$ cat src/design/evt_pkg.sv
`timescale 1ns / 1ps
// ----------------------------------------------------------------------------
// Election vote tally package
// Shared sizes, operation codes and flag positions of the vote tally block.
// ----------------------------------------------------------------------------
package evt_pkg;

   localparam int MAX_PEERS = 16;
   localparam int SLOT_W = (MAX_PEERS > 1) ? $clog2(MAX_PEERS) : 1;
   localparam int CNT_W = $clog2(MAX_PEERS + 1);
   localparam int ID_W = 64;
   localparam int FUNC_W = 3;
   localparam int FLAGS_W = 4;
   localparam int TOTAL_W = 5;

   // flag bit positions
   localparam int FLAG_GRANT = 0;
   localparam int FLAG_DONE = 1;
   localparam int FLAG_LOGOK = 2;
   localparam int FLAG_IVOK = 3;

   typedef enum logic [FUNC_W-1:0] {
      FUNC_EMPTY = 3'd0,
      FUNC_ADD   = 3'd1,
      FUNC_CLEAR = 3'd2,
      FUNC_GRANT = 3'd3,
      FUNC_DONE  = 3'd4,
      FUNC_LOGOK = 3'd5,
      FUNC_IVOK  = 3'd6,
      FUNC_QUERY = 3'd7
   } func_type;

   typedef enum logic {
      STATUS_OK   = 1'b0,
      STATUS_FULL = 1'b1
   } status_type;

   // controller to datapath commands
   typedef struct packed {
      logic              start;
      logic              rd_en;
      logic [SLOT_W-1:0] rd_idx;
      logic              update;
      logic              load_out;
   } cmd_type;

endpackage

$ cat src/design/evt_if.sv
`timescale 1ns / 1ps
// ----------------------------------------------------------------------------
// Election vote tally channels
// Request and response handshake channels: valid, ready and the word.
// ----------------------------------------------------------------------------
interface evt_req_if
   import evt_pkg::*;
();
   logic              valid;
   logic              ready;
   logic [FUNC_W-1:0] func;
   logic [ID_W-1:0]   peer_id;
   logic              my_vote;

   modport source (output valid, func, peer_id, my_vote, input ready);
   modport sink (input valid, func, peer_id, my_vote, output ready);
endinterface

interface evt_rsp_if
   import evt_pkg::*;
();
   logic               valid;
   logic               ready;
   logic               majority_grant;
   logic               majority_logok;
   logic               majority_prevote;
   logic               all_granted;
   logic [TOTAL_W-1:0] peer_total;
   logic               status;

   modport source (output valid, majority_grant, majority_logok, majority_prevote,
                   all_granted, peer_total, status, input ready);
   modport sink (input valid, majority_grant, majority_logok, majority_prevote,
                 all_granted, peer_total, status, output ready);
endinterface

$ cat src/design/election_vote_tally.sv
`timescale 1ns / 1ps
// ----------------------------------------------------------------------------
// Election vote tally
// Peer table with grant, done, log-ok and interval-ok flags; one tally word
// per request word.
// ----------------------------------------------------------------------------
//  channel   dir  word
//  req_bus   in   func, peer_id, my_vote
//  rsp_bus   out  majority_grant, majority_logok, majority_prevote,
//                 all_granted, peer_total, status
//
// Each request steps through the scan, drain, update and finish states; the scan reads
// the address memory one slot a cycle through its single read port.
// Reset empties the table at once; no clearing pass.
// A new request is taken while the previous response waits on rsp_bus;
// a stalled response holds the next one in the finish state.
// ----------------------------------------------------------------------------
module election_vote_tally
   import evt_pkg::*;
(
   input  logic         clock,
   input  logic         reset,
   evt_req_if.sink      req_bus,
   evt_rsp_if.source    rsp_bus
);

   cmd_type cmd;
   logic    req_ready;
   logic    rsp_valid;

   evt_ctrl u_ctrl (
      .clock     (clock),
      .reset     (reset),
      .req_valid (req_bus.valid),
      .req_ready (req_ready),
      .rsp_valid (rsp_valid),
      .rsp_ready (rsp_bus.ready),
      .cmd       (cmd)
   );

   evt_datapath u_datapath (
      .clock                (clock),
      .reset                (reset),
      .cmd                  (cmd),
      .req_func             (req_bus.func),
      .req_peer_id          (req_bus.peer_id),
      .req_my_vote          (req_bus.my_vote),
      .rsp_majority_grant   (rsp_bus.majority_grant),
      .rsp_majority_logok   (rsp_bus.majority_logok),
      .rsp_majority_prevote (rsp_bus.majority_prevote),
      .rsp_all_granted      (rsp_bus.all_granted),
      .rsp_peer_total       (rsp_bus.peer_total),
      .rsp_status           (rsp_bus.status)
   );

   assign req_bus.ready = req_ready;
   assign rsp_bus.valid = rsp_valid;

endmodule

$ cat src/design/evt_ctrl.sv
`timescale 1ns / 1ps
// ----------------------------------------------------------------------------
// Election vote tally controller
// Sequences accept, table scan, update and result hand-off.
// ----------------------------------------------------------------------------
module evt_ctrl
   import evt_pkg::*;
(
   input  logic    clock,
   input  logic    reset,
   input  logic    req_valid,
   output logic    req_ready,
   output logic    rsp_valid,
   input  logic    rsp_ready,
   output cmd_type cmd
);

   typedef enum logic [2:0] {
      ST_IDLE,
      ST_SCAN,
      ST_DRAIN,
      ST_UPDATE,
      ST_DONE
   } state_type;

   state_type         state_ff, state_in;
   logic [SLOT_W-1:0] idx_ff, idx_in;
   logic              rsp_valid_ff, rsp_valid_in;
   logic              out_free;

   assign out_free  = !rsp_valid_ff || rsp_ready;
   assign req_ready = (state_ff == ST_IDLE);
   assign rsp_valid = rsp_valid_ff;

   always_comb begin
      state_in     = state_ff;
      idx_in       = idx_ff;
      rsp_valid_in = rsp_valid_ff && !rsp_ready;
      cmd          = '0;
      cmd.rd_idx   = idx_ff;
      case (state_ff)
         ST_IDLE: begin
            if (req_valid) begin
               cmd.start = 1'b1;
               idx_in    = '0;
               state_in  = ST_SCAN;
            end
         end
         ST_SCAN: begin
            cmd.rd_en = 1'b1;
            idx_in    = idx_ff + SLOT_W'(1);
            if (idx_ff == SLOT_W'(MAX_PEERS - 1)) begin
               state_in = ST_DRAIN;
            end
         end
         ST_DRAIN: begin
            // last compare lands this cycle
            state_in = ST_UPDATE;
         end
         ST_UPDATE: begin
            cmd.update = 1'b1;
            state_in   = ST_DONE;
         end
         ST_DONE: begin
            // hold until the output word slot is free
            if (out_free) begin
               cmd.load_out = 1'b1;
               rsp_valid_in = 1'b1;
               state_in     = ST_IDLE;
            end
         end
         default: begin
            state_in = ST_IDLE;
         end
      endcase
   end

   always_ff @(posedge clock) begin
      if (reset) begin
         state_ff     <= ST_IDLE;
         idx_ff       <= '0;
         rsp_valid_ff <= 1'b0;
      end else begin
         state_ff     <= state_in;
         idx_ff       <= idx_in;
         rsp_valid_ff <= rsp_valid_in;
      end
   end

endmodule

$ cat src/design/evt_datapath.sv
`timescale 1ns / 1ps
// ----------------------------------------------------------------------------
// Election vote tally datapath
// Peer address memory, slot flags, lookup compare, tally counters, result.
// ----------------------------------------------------------------------------
module evt_datapath
   import evt_pkg::*;
(
   input  logic               clock,
   input  logic               reset,
   input  cmd_type            cmd,
   input  logic [FUNC_W-1:0]  req_func,
   input  logic [ID_W-1:0]    req_peer_id,
   input  logic               req_my_vote,
   output logic               rsp_majority_grant,
   output logic               rsp_majority_logok,
   output logic               rsp_majority_prevote,
   output logic               rsp_all_granted,
   output logic [TOTAL_W-1:0] rsp_peer_total,
   output logic               rsp_status
);

   logic [ID_W-1:0]    addr_mem [MAX_PEERS];
   logic [ID_W-1:0]    rd_data_ff;
   logic               valid_ff [MAX_PEERS];
   logic [FLAGS_W-1:0] flags_ff [MAX_PEERS];

   func_type           func_ff;
   logic [ID_W-1:0]    id_ff;
   logic               mine_ff;

   logic               cmp_en_ff;
   logic [SLOT_W-1:0]  cmp_idx_ff;
   logic               hit_ff, free_ff;
   logic [SLOT_W-1:0]  hit_slot_ff, free_slot_ff;
   logic [FLAGS_W-1:0] hit_flags_ff;
   logic [CNT_W-1:0]   n_ff, g_ff, l_ff, p_ff;
   status_type         status_ff;

   logic               rsp_grant_ff, rsp_logok_ff, rsp_prevote_ff, rsp_all_ff;
   logic [TOTAL_W-1:0] rsp_total_ff;
   logic               rsp_status_ff;

   logic               cur_valid;
   logic [FLAGS_W-1:0] cur_flags;
   logic               is_lookup, can_place, do_place, do_insert;
   logic [SLOT_W-1:0]  sel_slot;
   logic [1:0]         flag_sel;
   logic [FLAGS_W-1:0] old_flags, new_flags;
   logic [CNT_W-1:0]   n_in, g_in, l_in, p_in;
   logic [CNT_W:0]     need, g_tot, l_tot, p_tot;

   assign cur_valid = valid_ff[cmp_idx_ff];
   assign cur_flags = flags_ff[cmp_idx_ff];

   assign is_lookup = (func_ff == FUNC_ADD) || (func_ff == FUNC_GRANT) ||
                      (func_ff == FUNC_DONE) || (func_ff == FUNC_LOGOK) ||
                      (func_ff == FUNC_IVOK);
   assign can_place = hit_ff || free_ff;
   assign do_place  = cmd.update && is_lookup && can_place;
   assign do_insert = do_place && !hit_ff;
   assign sel_slot  = hit_ff ? hit_slot_ff : free_slot_ff;
   assign flag_sel  = 2'(func_ff - FUNC_GRANT);
   assign old_flags = hit_ff ? hit_flags_ff : '0;
   assign new_flags = (func_ff == FUNC_ADD) ? '0
                    : (old_flags | (FLAGS_W'(1) << flag_sel));

   // adjust scanned tallies by the one slot this item touches; empty zeroes all tallies, clear all but the peer count
   always_comb begin
      n_in = n_ff;
      g_in = g_ff;
      l_in = l_ff;
      p_in = p_ff;
      case (func_ff)
         FUNC_EMPTY: begin
            n_in = '0;
            g_in = '0;
            l_in = '0;
            p_in = '0;
         end
         FUNC_CLEAR: begin
            g_in = '0;
            l_in = '0;
            p_in = '0;
         end
         FUNC_QUERY: begin
         end
         default: begin
            if (can_place) begin
               n_in = n_ff + CNT_W'(!hit_ff);
               g_in = g_ff - CNT_W'(old_flags[FLAG_GRANT])
                           + CNT_W'(new_flags[FLAG_GRANT]);
               l_in = l_ff - CNT_W'(old_flags[FLAG_LOGOK])
                           + CNT_W'(new_flags[FLAG_LOGOK]);
               p_in = p_ff - CNT_W'(old_flags[FLAG_LOGOK] & old_flags[FLAG_IVOK])
                           + CNT_W'(new_flags[FLAG_LOGOK] & new_flags[FLAG_IVOK]);
            end
         end
      endcase
   end

   assign need  = ({1'b0, n_ff} + (CNT_W+1)'(2)) >> 1;
   assign g_tot = {1'b0, g_ff} + (CNT_W+1)'(mine_ff);
   assign l_tot = {1'b0, l_ff} + (CNT_W+1)'(mine_ff);
   assign p_tot = {1'b0, p_ff} + (CNT_W+1)'(mine_ff);

   // address memory: one write port, one registered read port
   always_ff @(posedge clock) begin
      if (do_insert) begin
         addr_mem[sel_slot] <= id_ff;
      end
      if (cmd.rd_en) begin
         rd_data_ff <= addr_mem[cmd.rd_idx];
      end
   end

   always_ff @(posedge clock) begin
      if (reset) begin
         for (int i = 0; i < MAX_PEERS; i++) begin
            valid_ff[i] <= 1'b0;
            flags_ff[i] <= '0;
         end
         cmp_en_ff <= 1'b0;
      end else begin
         cmp_en_ff <= cmd.rd_en;
         if (cmd.update && (func_ff == FUNC_EMPTY)) begin
            for (int i = 0; i < MAX_PEERS; i++) begin
               valid_ff[i] <= 1'b0;
               flags_ff[i] <= '0;
            end
         end else if (cmd.update && (func_ff == FUNC_CLEAR)) begin
            for (int i = 0; i < MAX_PEERS; i++) begin
               flags_ff[i] <= '0;
            end
         end else if (do_place) begin
            valid_ff[sel_slot] <= 1'b1;
            flags_ff[sel_slot] <= new_flags;
         end
      end
   end

   always_ff @(posedge clock) begin
      cmp_idx_ff <= cmd.rd_idx;
      if (cmd.start) begin
         func_ff      <= func_type'(req_func);
         id_ff        <= req_peer_id;
         mine_ff      <= req_my_vote;
         hit_ff       <= 1'b0;
         free_ff      <= 1'b0;
         hit_slot_ff  <= '0;
         free_slot_ff <= '0;
         hit_flags_ff <= '0;
         n_ff         <= '0;
         g_ff         <= '0;
         l_ff         <= '0;
         p_ff         <= '0;
         status_ff    <= STATUS_OK;
      end else if (cmp_en_ff) begin
         if (cur_valid) begin
            n_ff <= n_ff + CNT_W'(1);
            g_ff <= g_ff + CNT_W'(cur_flags[FLAG_GRANT]);
            l_ff <= l_ff + CNT_W'(cur_flags[FLAG_LOGOK]);
            p_ff <= p_ff + CNT_W'(cur_flags[FLAG_LOGOK] & cur_flags[FLAG_IVOK]);
            if (!hit_ff && (rd_data_ff == id_ff)) begin
               hit_ff       <= 1'b1;
               hit_slot_ff  <= cmp_idx_ff;
               hit_flags_ff <= cur_flags;
            end
         end else if (!free_ff) begin
            // lowest free slot wins
            free_ff      <= 1'b1;
            free_slot_ff <= cmp_idx_ff;
         end
      end else if (cmd.update) begin
         n_ff      <= n_in;
         g_ff      <= g_in;
         l_ff      <= l_in;
         p_ff      <= p_in;
         status_ff <= (is_lookup && !can_place) ? STATUS_FULL : STATUS_OK;
      end
   end

   always_ff @(posedge clock) begin
      if (cmd.load_out) begin
         rsp_grant_ff   <= (g_tot >= need);
         rsp_logok_ff   <= (l_tot >= need);
         rsp_prevote_ff <= (p_tot >= need);
         rsp_all_ff     <= mine_ff && (g_ff == n_ff);
         rsp_total_ff   <= TOTAL_W'(n_ff);
         rsp_status_ff  <= status_ff;
      end
   end

   assign rsp_majority_grant   = rsp_grant_ff;
   assign rsp_majority_logok   = rsp_logok_ff;
   assign rsp_majority_prevote = rsp_prevote_ff;
   assign rsp_all_granted      = rsp_all_ff;
   assign rsp_peer_total       = rsp_total_ff;
   assign rsp_status           = rsp_status_ff;

endmodule
$ cat src/flat_wrapper.sv
// flat-port wrapper written by rule: the top's interface ports become plain ports
module election_vote_tally_flat import evt_pkg::*;
  (clock, reset, req_bus_valid, req_bus_func, req_bus_peer_id, req_bus_my_vote, req_bus_ready, rsp_bus_valid, rsp_bus_majority_grant, rsp_bus_majority_logok, rsp_bus_majority_prevote, rsp_bus_all_granted, rsp_bus_peer_total, rsp_bus_status, rsp_bus_ready);
  evt_req_if req_bus_i ();
  evt_rsp_if rsp_bus_i ();
  input  logic clock;
  input  logic reset;
  input wire logic [$bits(req_bus_i.valid)-1:0] req_bus_valid;
  input wire logic [$bits(req_bus_i.func)-1:0] req_bus_func;
  input wire logic [$bits(req_bus_i.peer_id)-1:0] req_bus_peer_id;
  input wire logic [$bits(req_bus_i.my_vote)-1:0] req_bus_my_vote;
  output wire logic [$bits(req_bus_i.ready)-1:0] req_bus_ready;
  output wire logic [$bits(rsp_bus_i.valid)-1:0] rsp_bus_valid;
  output wire logic [$bits(rsp_bus_i.majority_grant)-1:0] rsp_bus_majority_grant;
  output wire logic [$bits(rsp_bus_i.majority_logok)-1:0] rsp_bus_majority_logok;
  output wire logic [$bits(rsp_bus_i.majority_prevote)-1:0] rsp_bus_majority_prevote;
  output wire logic [$bits(rsp_bus_i.all_granted)-1:0] rsp_bus_all_granted;
  output wire logic [$bits(rsp_bus_i.peer_total)-1:0] rsp_bus_peer_total;
  output wire logic [$bits(rsp_bus_i.status)-1:0] rsp_bus_status;
  input wire logic [$bits(rsp_bus_i.ready)-1:0] rsp_bus_ready;
  assign req_bus_i.valid = req_bus_valid;
  assign req_bus_i.func = req_bus_func;
  assign req_bus_i.peer_id = req_bus_peer_id;
  assign req_bus_i.my_vote = req_bus_my_vote;
  assign req_bus_ready = req_bus_i.ready;
  assign rsp_bus_valid = rsp_bus_i.valid;
  assign rsp_bus_majority_grant = rsp_bus_i.majority_grant;
  assign rsp_bus_majority_logok = rsp_bus_i.majority_logok;
  assign rsp_bus_majority_prevote = rsp_bus_i.majority_prevote;
  assign rsp_bus_all_granted = rsp_bus_i.all_granted;
  assign rsp_bus_peer_total = rsp_bus_i.peer_total;
  assign rsp_bus_status = rsp_bus_i.status;
  assign rsp_bus_i.ready = rsp_bus_ready;
  election_vote_tally u_core (.clock(clock), .reset(reset), .req_bus(req_bus_i), .rsp_bus(rsp_bus_i));
endmodule
$ cat config.mk
export PLATFORM = sky130hd
export DESIGN_NAME = election_vote_tally_flat
export DESIGN_NICKNAME = d
export VERILOG_FILES = /design/src/design/evt_pkg.sv /design/src/design/evt_if.sv /design/src/design/election_vote_tally.sv /design/src/design/evt_ctrl.sv /design/src/design/evt_datapath.sv /design/src/flat_wrapper.sv
export SDC_FILE = /design/constraint.sdc
export NUM_CORES = 1
export LEC_CHECK = 0
export ABC_AREA = 1
export BUFFER_PORTS_ARGS = -buffer_cell sky130_fd_sc_hd__buf_2
export CORE_UTILIZATION = 45
export CTS_CLUSTER_SIZE = 14
export DETAILED_ROUTE_END_ITERATION = 8
export SYNTH_ARGS = -nofsm -noshare
export SYNTH_HDL_FRONTEND = slang
export SYNTH_SLANG_ARGS = --single-unit
$ cat constraint.sdc
create_clock -name clock -period 5.9 [get_ports clock]
set_input_delay 0.295 -clock clock [delete_from_list [all_inputs] [get_ports clock]]
set_output_delay 0.295 -clock clock [all_outputs]
set_load 0.1 [all_outputs]
Word-level counts from Yosys, hierarchy flattened

Memory sizes are Yosys's and may differ from the RTL's. A register that Yosys moved wholly into a read port is not among the register bits.
Cells that the tools add are included.

Bits in registers: 126
Latch bits: 0
Memory bits (writable): 1104
ROM bits: 0
Input port bits: 72
Output and inout port bits: 12
Logic and storage cells: 268
Memories: 3

$add $sub $neg: 17
Multiply operators: 0
Divide/modulo/power cells: 0
Magnitude comparators: 3
Equality and inequality tests: 20
Shift-type cells: 1
Muxes and demuxes: 108
Bitwise logic cells: 55
Reduce and logical (&&, ||, !) cells: 37

Memory list:

| name                       | depth | width | read ports | clocked after memory_dff | wr ports | line               | source |
|---|---|---|---|---|---|---|---|
| u_core.u_datapath.addr_mem | 16    | 64    | 1          | 1                        | 1        | evt_datapath.sv:23 | `logic [ID_W-1:0] addr_mem [MAX_PEERS];` |
| u_core.u_datapath.flags_ff | 16    | 4     | 1          | 1                        | 16       | evt_datapath.sv:26 | `logic [FLAGS_W-1:0] flags_ff [MAX_PEERS];` |
| u_core.u_datapath.valid_ff | 16    | 1     | 1          | 1                        | 16       | evt_datapath.sv:25 | `logic valid_ff [MAX_PEERS];` |

Operators by type and width:

| operator              | number |
|---|---|
| $mux W4               | 39 |
| $mux W5               | 16 |
| $eq A64 B64 Y1        | 1 |
| $or A1 B1 Y1          | 48 |
| $mux W1               | 44 |
| $pmux W5 S2           | 4 |
| $add A5 B1 Y5         | 7 |
| $add A5 B1 Y6         | 3 |
| $ge A6 B5 Y1          | 3 |
| $eq A3 B3 Y1 const B  | 5 |
| $pmux W3 S5           | 1 |
| $sub A5 B1 Y5         | 3 |
| $eq A3 B2 Y1 const B  | 4 |
| $logic_and A1 B1 Y1   | 9 |
| $mux W3               | 3 |
| $reduce_and A3 Y1     | 3 |
| $ne A2 B2 Y1 const B  | 4 |
| $pmux W4 S2           | 1 |
| $reduce_and A4 Y1     | 2 |
| $add A5 B2 Y6 const B | 1 |
| $eq A3 B1 Y1 const B  | 2 |
| $logic_not A3 Y1      | 2 |
| $logic_or A1 B1 Y1    | 6 |
| $reduce_and A2 Y1     | 3 |
| 16 further kinds      | 27 |

Logic depth before layout (Yosys ltp)

Depth in word-level cells: 14
Gate-level depth with buffers: 20
Mapped depth without buffers: 18

By module

From an unflattened synthesis, not the netlist that was laid out.

Cell total of the unflattened synthesis: 3989
Area, all modules: 52948.3 um2

By module, submodules not included:

| module       | times used | cells each | area each (um2) | seq. area each (um2) |
|---|---|---|---|---|
| evt_datapath | 1          | 3929       | 52535.4         | 37556.0 |
| evt_ctrl     | 1          | 60         | 412.9           | 160.2 |

Worst setup path before layout

Ideal clock, no wire load.

Path type: register to register
From: register u_core.u_datapath.func_ff[0]
To: memory u_core.u_datapath.addr_mem[14][0] (enable)
Library setup time: 0.565 ns
Arrival time: 5.640 ns
Data required time: 5.335 ns
Path slack: -0.305 ns
Cell stages (with the launch flop): 9
Path buffers: 1
Period minus slack after synthesis: 6.205 ns
Cells stage by stage: edfxtp_1 -> nand2_1 -> inv_1 -> nand2_1 -> nand2_1 -> nor2_2 -> nand3_1 -> clkbuf_1 -> nor3_1

Longest elaborated chain between the ends: 10
Elaborated cells on any way between the ends: 14
Classes of those cells: eq/ne: 5; mux: 2; reduce/logical: 7

RTL lines:

| what                                         | line                | source |
|---|---|---|
| from (decl)                                  | evt_datapath.sv:28  | `func_type func_ff;` |
| from (signal assigned)                       | evt_datapath.sv:145 | `func_ff <= func_type'(req_func);` |
| $eq A3 B1 Y1 or $eq A3 B2 Y1 (tied branches) | evt_datapath.sv:56  | `assign is_lookup = (func_ff == FUNC_ADD) \|\| (func_ff == FUNC_GRANT) \|\|` |
| $logic_or A1 B1 Y1 (2 in series)             | evt_datapath.sv:56  |  |
| $logic_or A1 B1 Y1                           | evt_datapath.sv:57  | `(func_ff == FUNC_DONE) \|\| (func_ff == FUNC_LOGOK) \|\|` |
| $logic_or A1 B1 Y1 (*)                       | evt_datapath.sv:57  |  |
| $logic_and A1 B1 Y1 (*) (2 in series)        | evt_datapath.sv:60  | `assign do_place = cmd.update && is_lookup && can_place;` |
| $logic_and A1 B1 Y1 (*)                      | evt_datapath.sv:61  | `assign do_insert = do_place && !hit_ff;` |
| $mux W1 (*)                                  | evt_datapath.sv:109 | `if (do_insert) begin` |
| $mux W1 (not written as such) (*)            | evt_datapath.sv:110 | `addr_mem[sel_slot] <= id_ff;` |
| to (decl)                                    | evt_datapath.sv:23  |  |

Every way passes the cells marked *; elsewhere a longest branch is shown, timed or not.

Worst setup path after layout

From: register u_core.u_datapath.hit_ff
To: memory u_core.u_datapath.addr_mem[10][28] (enable)

Longest elaborated chain between the ends: 5
Elaborated cells on any way between the ends: 7
Classes of those cells: mux: 3; reduce/logical: 4

RTL lines:

| what                          | line                | source |
|---|---|---|
| from (decl)                   | evt_datapath.sv:34  | `logic hit_ff, free_ff;` |
| from (signal assigned)        | evt_datapath.sv:148 | `hit_ff <= 1'b0;` |
| from (signal assigned)        | evt_datapath.sv:165 | `hit_ff <= 1'b1;` |
| $logic_or A1 B1 Y1            | evt_datapath.sv:59  | `assign can_place = hit_ff \|\| free_ff;` |
| $logic_and A1 B1 Y1           | evt_datapath.sv:60  |  |
| $logic_and A1 B1 Y1           | evt_datapath.sv:61  |  |
| $mux W1                       | evt_datapath.sv:109 |  |
| $mux W1 (not written as such) | evt_datapath.sv:110 |  |

Parallel ways exist; a longest one is shown, timed or not.

==> run_results.csv <==
group,metric,value,unit
floorplanning,ioPinCount,84,
timing,grt_setup_unrepaired,"no",
routing,wl_per_cell,21.8,µm
synth,synth.area.top_cells,"edfxtp_1 70%, mux2i_1 4.4%, nor2_1 3.8%",
status,status,"complete, no violations",
cells_and_area,drive_gt1_share,9.93,%
routing,final_antenna_net_count,0,
synth,ys_warn_count,0,
timing,min_period,3580,ps
critical_path,worst_setup_path_start_kind,"flip-flop",
place,dp_hpwl,63600,µm
timing,finalHoldViolations,0,
synth,synth.largest_area_cell,"edfxtp_1",
cells_and_area,seq_area,37700,µm²
critical_path,endpoint_kind,"flip-flop",
synth,ys_seq_elements,1277,
synth,syn_nets,3939,
global_routing,grt_usage,20.8,%
power_and_ir_drop,vdd_drop_max,0.251,mV
clock_network,clock-root-buffer,"clkbuf_16",
floorplanning,row_count,124,
synth,syn_inst,3809,
cells_and_area,nets,4080,
power_and_ir_drop,power.internal,15.8,mW
synth,async_reset_ff_share,0,%
power_and_ir_drop,total_power,20.9,mW
clock_network,cts_resized,0,
cells_and_area,multiInputGateArea,12600,µm²
timing,maxSlewViolCount,0,
power_and_ir_drop,clkPwrFrac,39.7,%
critical_path,worstPathMaxFanout,34,
power_and_ir_drop,leakagePower,19.8,nW
timing,finalClockSkew,42.4,ps
critical_path,cpMaxStageDelayCell,"nand3_1",
global_routing,grt.overflow.total,0,
place,gp_congestion,0.784,
power_and_ir_drop,switching_power,5.09,mW
run,drv_cap,0,
cells_and_area,layout-area-overhead-vs-synth,13.8,%
timing,min_period_over_period,60.7,%
timing,setup_viol,0,
floorplanning,die_x,342,µm
synth,synth-edff-count,1214,
synth,synthesis.area,52000,µm²
synth,avgSynthCellArea,13.6,µm²
critical_path,cp_common_cell,"buf_4",
timing,tightestPinTransition,1140,ps
synth,synth_xor_area_share,0.657,%
global_routing,antenna_found_initial,1,
clock_network,cts_buffers,138,
synth,synth-simple-area-share,8.86,%
critical_path,cpLargestDelayFamily,"simple AND/OR/NAND/NOR gates",
floorplanning,die-area,117000,µm²
critical_path,required,6260,ps
clock_network,cts_max_level,4,
routing,drt-total-wl,121000,µm
synth,muxShareOfSynthArea,4.35,%
cells_and_area,insertedDiodeCount,0,
synth,netlist.area_leader.share,70.2,%
clock_network,clock_latency,740,ps
critical_path,critPathMaxStageDelay,670,ps
synth,ys_seq_area_share,72.6,%
floorplanning,start_util,45.4,%
cells_and_area,postLayoutCoreUtil,51.7,%
synth,synthFlopType,"edfxtp_1",
cells_and_area,fillerInstances,9556,
critical_path,worst-path-buf-inv,3,
routing,drt_iter0_markers,2713,
hold_path,hold_class,"in2reg",
global_routing,grt_pass1_wl,185000,µm
power_and_ir_drop,power_density,354,nW/µm²
clock_network,cts_sinks,1277,
routing,vias_per_cell,5.56,
timing,max-slew-margin-rel,24.1,%
power_and_ir_drop,comb_power_share,9.9,%
floorplanning,core,114000,µm²
clock_network,cts_tree,"done",
synth,synth_compound_area_share,8.82,%
floorplanning,die_h,342,µm
synth,synth_top_family_by_area,"simple AND/OR/NAND/NOR gates",
routing,vias,31000,
clock_network,cts_buffer_depth,3,
power_and_ir_drop,seqPwrFrac,50.4,%
timing,fmax,279,MHz
critical_path,critPathKind,"reg2reg",
routing,drc,0,
critical_path,crit_arrival,3950,ps
synth,synthAdderAreaFrac,1.44,%
clock_network,clk_pin_slew_worst_paths,60,ps
place,io_buffers,83,
critical_path,path_cells,"nor2_1, inv_1, nand2_1, nor2_2, nand3_1, nor3_2, buf_4, buf_4",
synth,yosysUniqueCellTypes,48,
global_routing,grt_pass1_vias,30100,
routing,firstDrtPassIters,5,
power_and_ir_drop,sw_frac_of_total,24.3,%
global_routing,grt_max_degree,171,
clock_network,post_cts_buffers,0,
-- worst register-to-register path: cells and delay by family (launching register included) --
kind | cells | cell delay [ps]
flops | 1 | 610
buf+inv | 3 | 1210
simple gates | 5 | 1370
-- sequential cells by signal, indices dropped and copies added (netlist names), 3 cells and up --
register and cells:
u_core.u_datapath.addr_mem 1024, u_core.u_datapath.id_ff 64, u_core.u_datapath.rd_data_ff 64, u_core.u_datapath.flags_ff 48, u_core.u_datapath.valid_ff 16, u_core.u_datapath.g_ff 5, u_core.u_datapath.l_ff 5, u_core.u_datapath.n_ff 5
u_core.u_datapath.p_ff 5, u_core.u_datapath.rsp_peer_total 5, u_core.u_ctrl.idx_ff 4, u_core.u_datapath.cmp_idx_ff 4, u_core.u_datapath.free_slot_ff 4, u_core.u_datapath.hit_slot_ff 4, u_core.u_ctrl.state_ff 3, u_core.u_datapath.func_ff 3
u_core.u_datapath.hit_flags_ff 3
-- cells in the mapped netlist, types with 4 or more instances --
library cell,instances
nand4_1,10
inv_2,12
inv_1,187
o221ai_1,226
buf_2,57
xnor2_1,18
nand3_2,12
nor2_1,529
ha_1,55
nand3b_1,4
o211ai_1,24
nand2_1,320
clkbuf_1,133
edfxtp_1,1214
buf_1,13
buf_6,5
nor2_2,4
nor3_1,31
o32ai_1,21
o22ai_1,10
o21ai_0,350
nand3_1,166
buf_4,8
or2_2,4
a22o_1,4
o21a_1,8
xor2_1,21
dfxtp_1,63
a21oi_1,38
nor2_4,6
mux2i_1,226
-- per-stage QoR --
stage / setup TNS (ps) / setup slack (ps) / instance area, µm² / hold slack (ps) / cells
after floorplan: -281740 / -305 / 52000 / 360 / 3809
after global placement: 0 / 2360 / 54000 / 455 / 5251
after detailed placement: 0 / 2330 / 54000 / 459 / 5251
after CTS: 0 / 2290 / 59100 / 51.4 / 5570
after global routing: 0 / 2030 / 59100 / 118 / 5570
final: 0 / 2320 / 59100 / 112 / 5570
-- placed cells by master, fill, tap and decap left out, types with 5 or more instances in the layout --
cell	instances
o21a_1	8
nor2_4	7
nand2_1	320
clkbuf_16	145
nor2_1	528
o32ai_1	21
o22ai_1	10
clkbuf_8	5
bufinv_16	8
nand4_1	10
clkinv_2	19
ha_1	55
dfxtp_1	59
o221ai_1	226
a21oi_1	37
dlygate4sd3_1	71
clkbuf_1	27
xnor2_1	18
o211ai_1	24
o21ai_0	350
xor2_1	21
nand3_1	166
inv_1	186
nor3_1	14
buf_4	52
buf_12	11
buf_2	83
nand3_2	12
nor3_2	18
edfxtp_1	1214
inv_2	10
mux2i_1	226
clkinv_1	36
-- kinds of logic (layout without fill, tap and decap cells) --
| logic type | Yosys count | after routing |
|---|---|---|
| AO/OA/AOI/OAI | 698 | 698 |
| XOR/XNOR | 39 | 39 |
| adder cells (fa/ha/maj) | 58 | 58 |
| buffers and inverters | 415 | 664 |
| flip-flops | 1277 | 1277 |
| multiplexers | 226 | 226 |
| AND/OR/NAND/NOR | 1096 | 1096 |
-- power groups by stage --
stage | Combinational, mW | Sequential [mW] | Clock [mW]
after global routing | 2.29 | 10.6 | 8.83
after floorplan | 1.47 | 10.7 | 0
final | 2.06 | 10.6 | 8.32
after global placement | 2.02 | 10.7 | 0
after detailed placement | 2.04 | 10.7 | 0
after CTS | 2.08 | 10.6 | 8.48
-- per-layer routing --
layer	track usage (%)	vias up	wire length, µm
met5	0	-	0
met4	6.02	0	2600
met3	2.86	178	6360
met2	33.5	839	57400
met1	29.6	15500	55000
li1	-	14500	-
-- repair_timing --
| action | CTS | global route |
|---|---|---|
| endpoints found under the hold margin | 72 | 0 |
| setup endpoints to repair | 0 | 0 |
| hold buffers | 71 | 0 |
-- layout make-up --
type	count	share of cell area, %
clock inverters	71	0.963
flip-flops and latches	1277	63.8
inverters	199	1.28
well taps	1512	3.20
clock buffers	177	6.42
repair buffers	217	2.94
multi-input cells	2117	21.4
-- final timing paths --
kind                            cells after the start  slack, ps                                      endpoint                              startpoint
worst min-delay path                                5        110        u_core.u_ctrl.state_ff[0]$_SDFFE_PP0P_                           req_bus_valid
worst max register to register                      8       2320  u_core.u_datapath.addr_mem[10][28]$_DFFE_PP_   u_core.u_datapath.hit_ff$_SDFFE_PP0P_
worst max-delay path                                8       2320  u_core.u_datapath.addr_mem[10][28]$_DFFE_PP_   u_core.u_datapath.hit_ff$_SDFFE_PP0P_
worst min register to register                      2        470        u_core.u_datapath.free_ff$_SDFFE_PP0P_  u_core.u_datapath.free_ff$_SDFFE_PP0P_
Power figures use the tool's default switching activity.
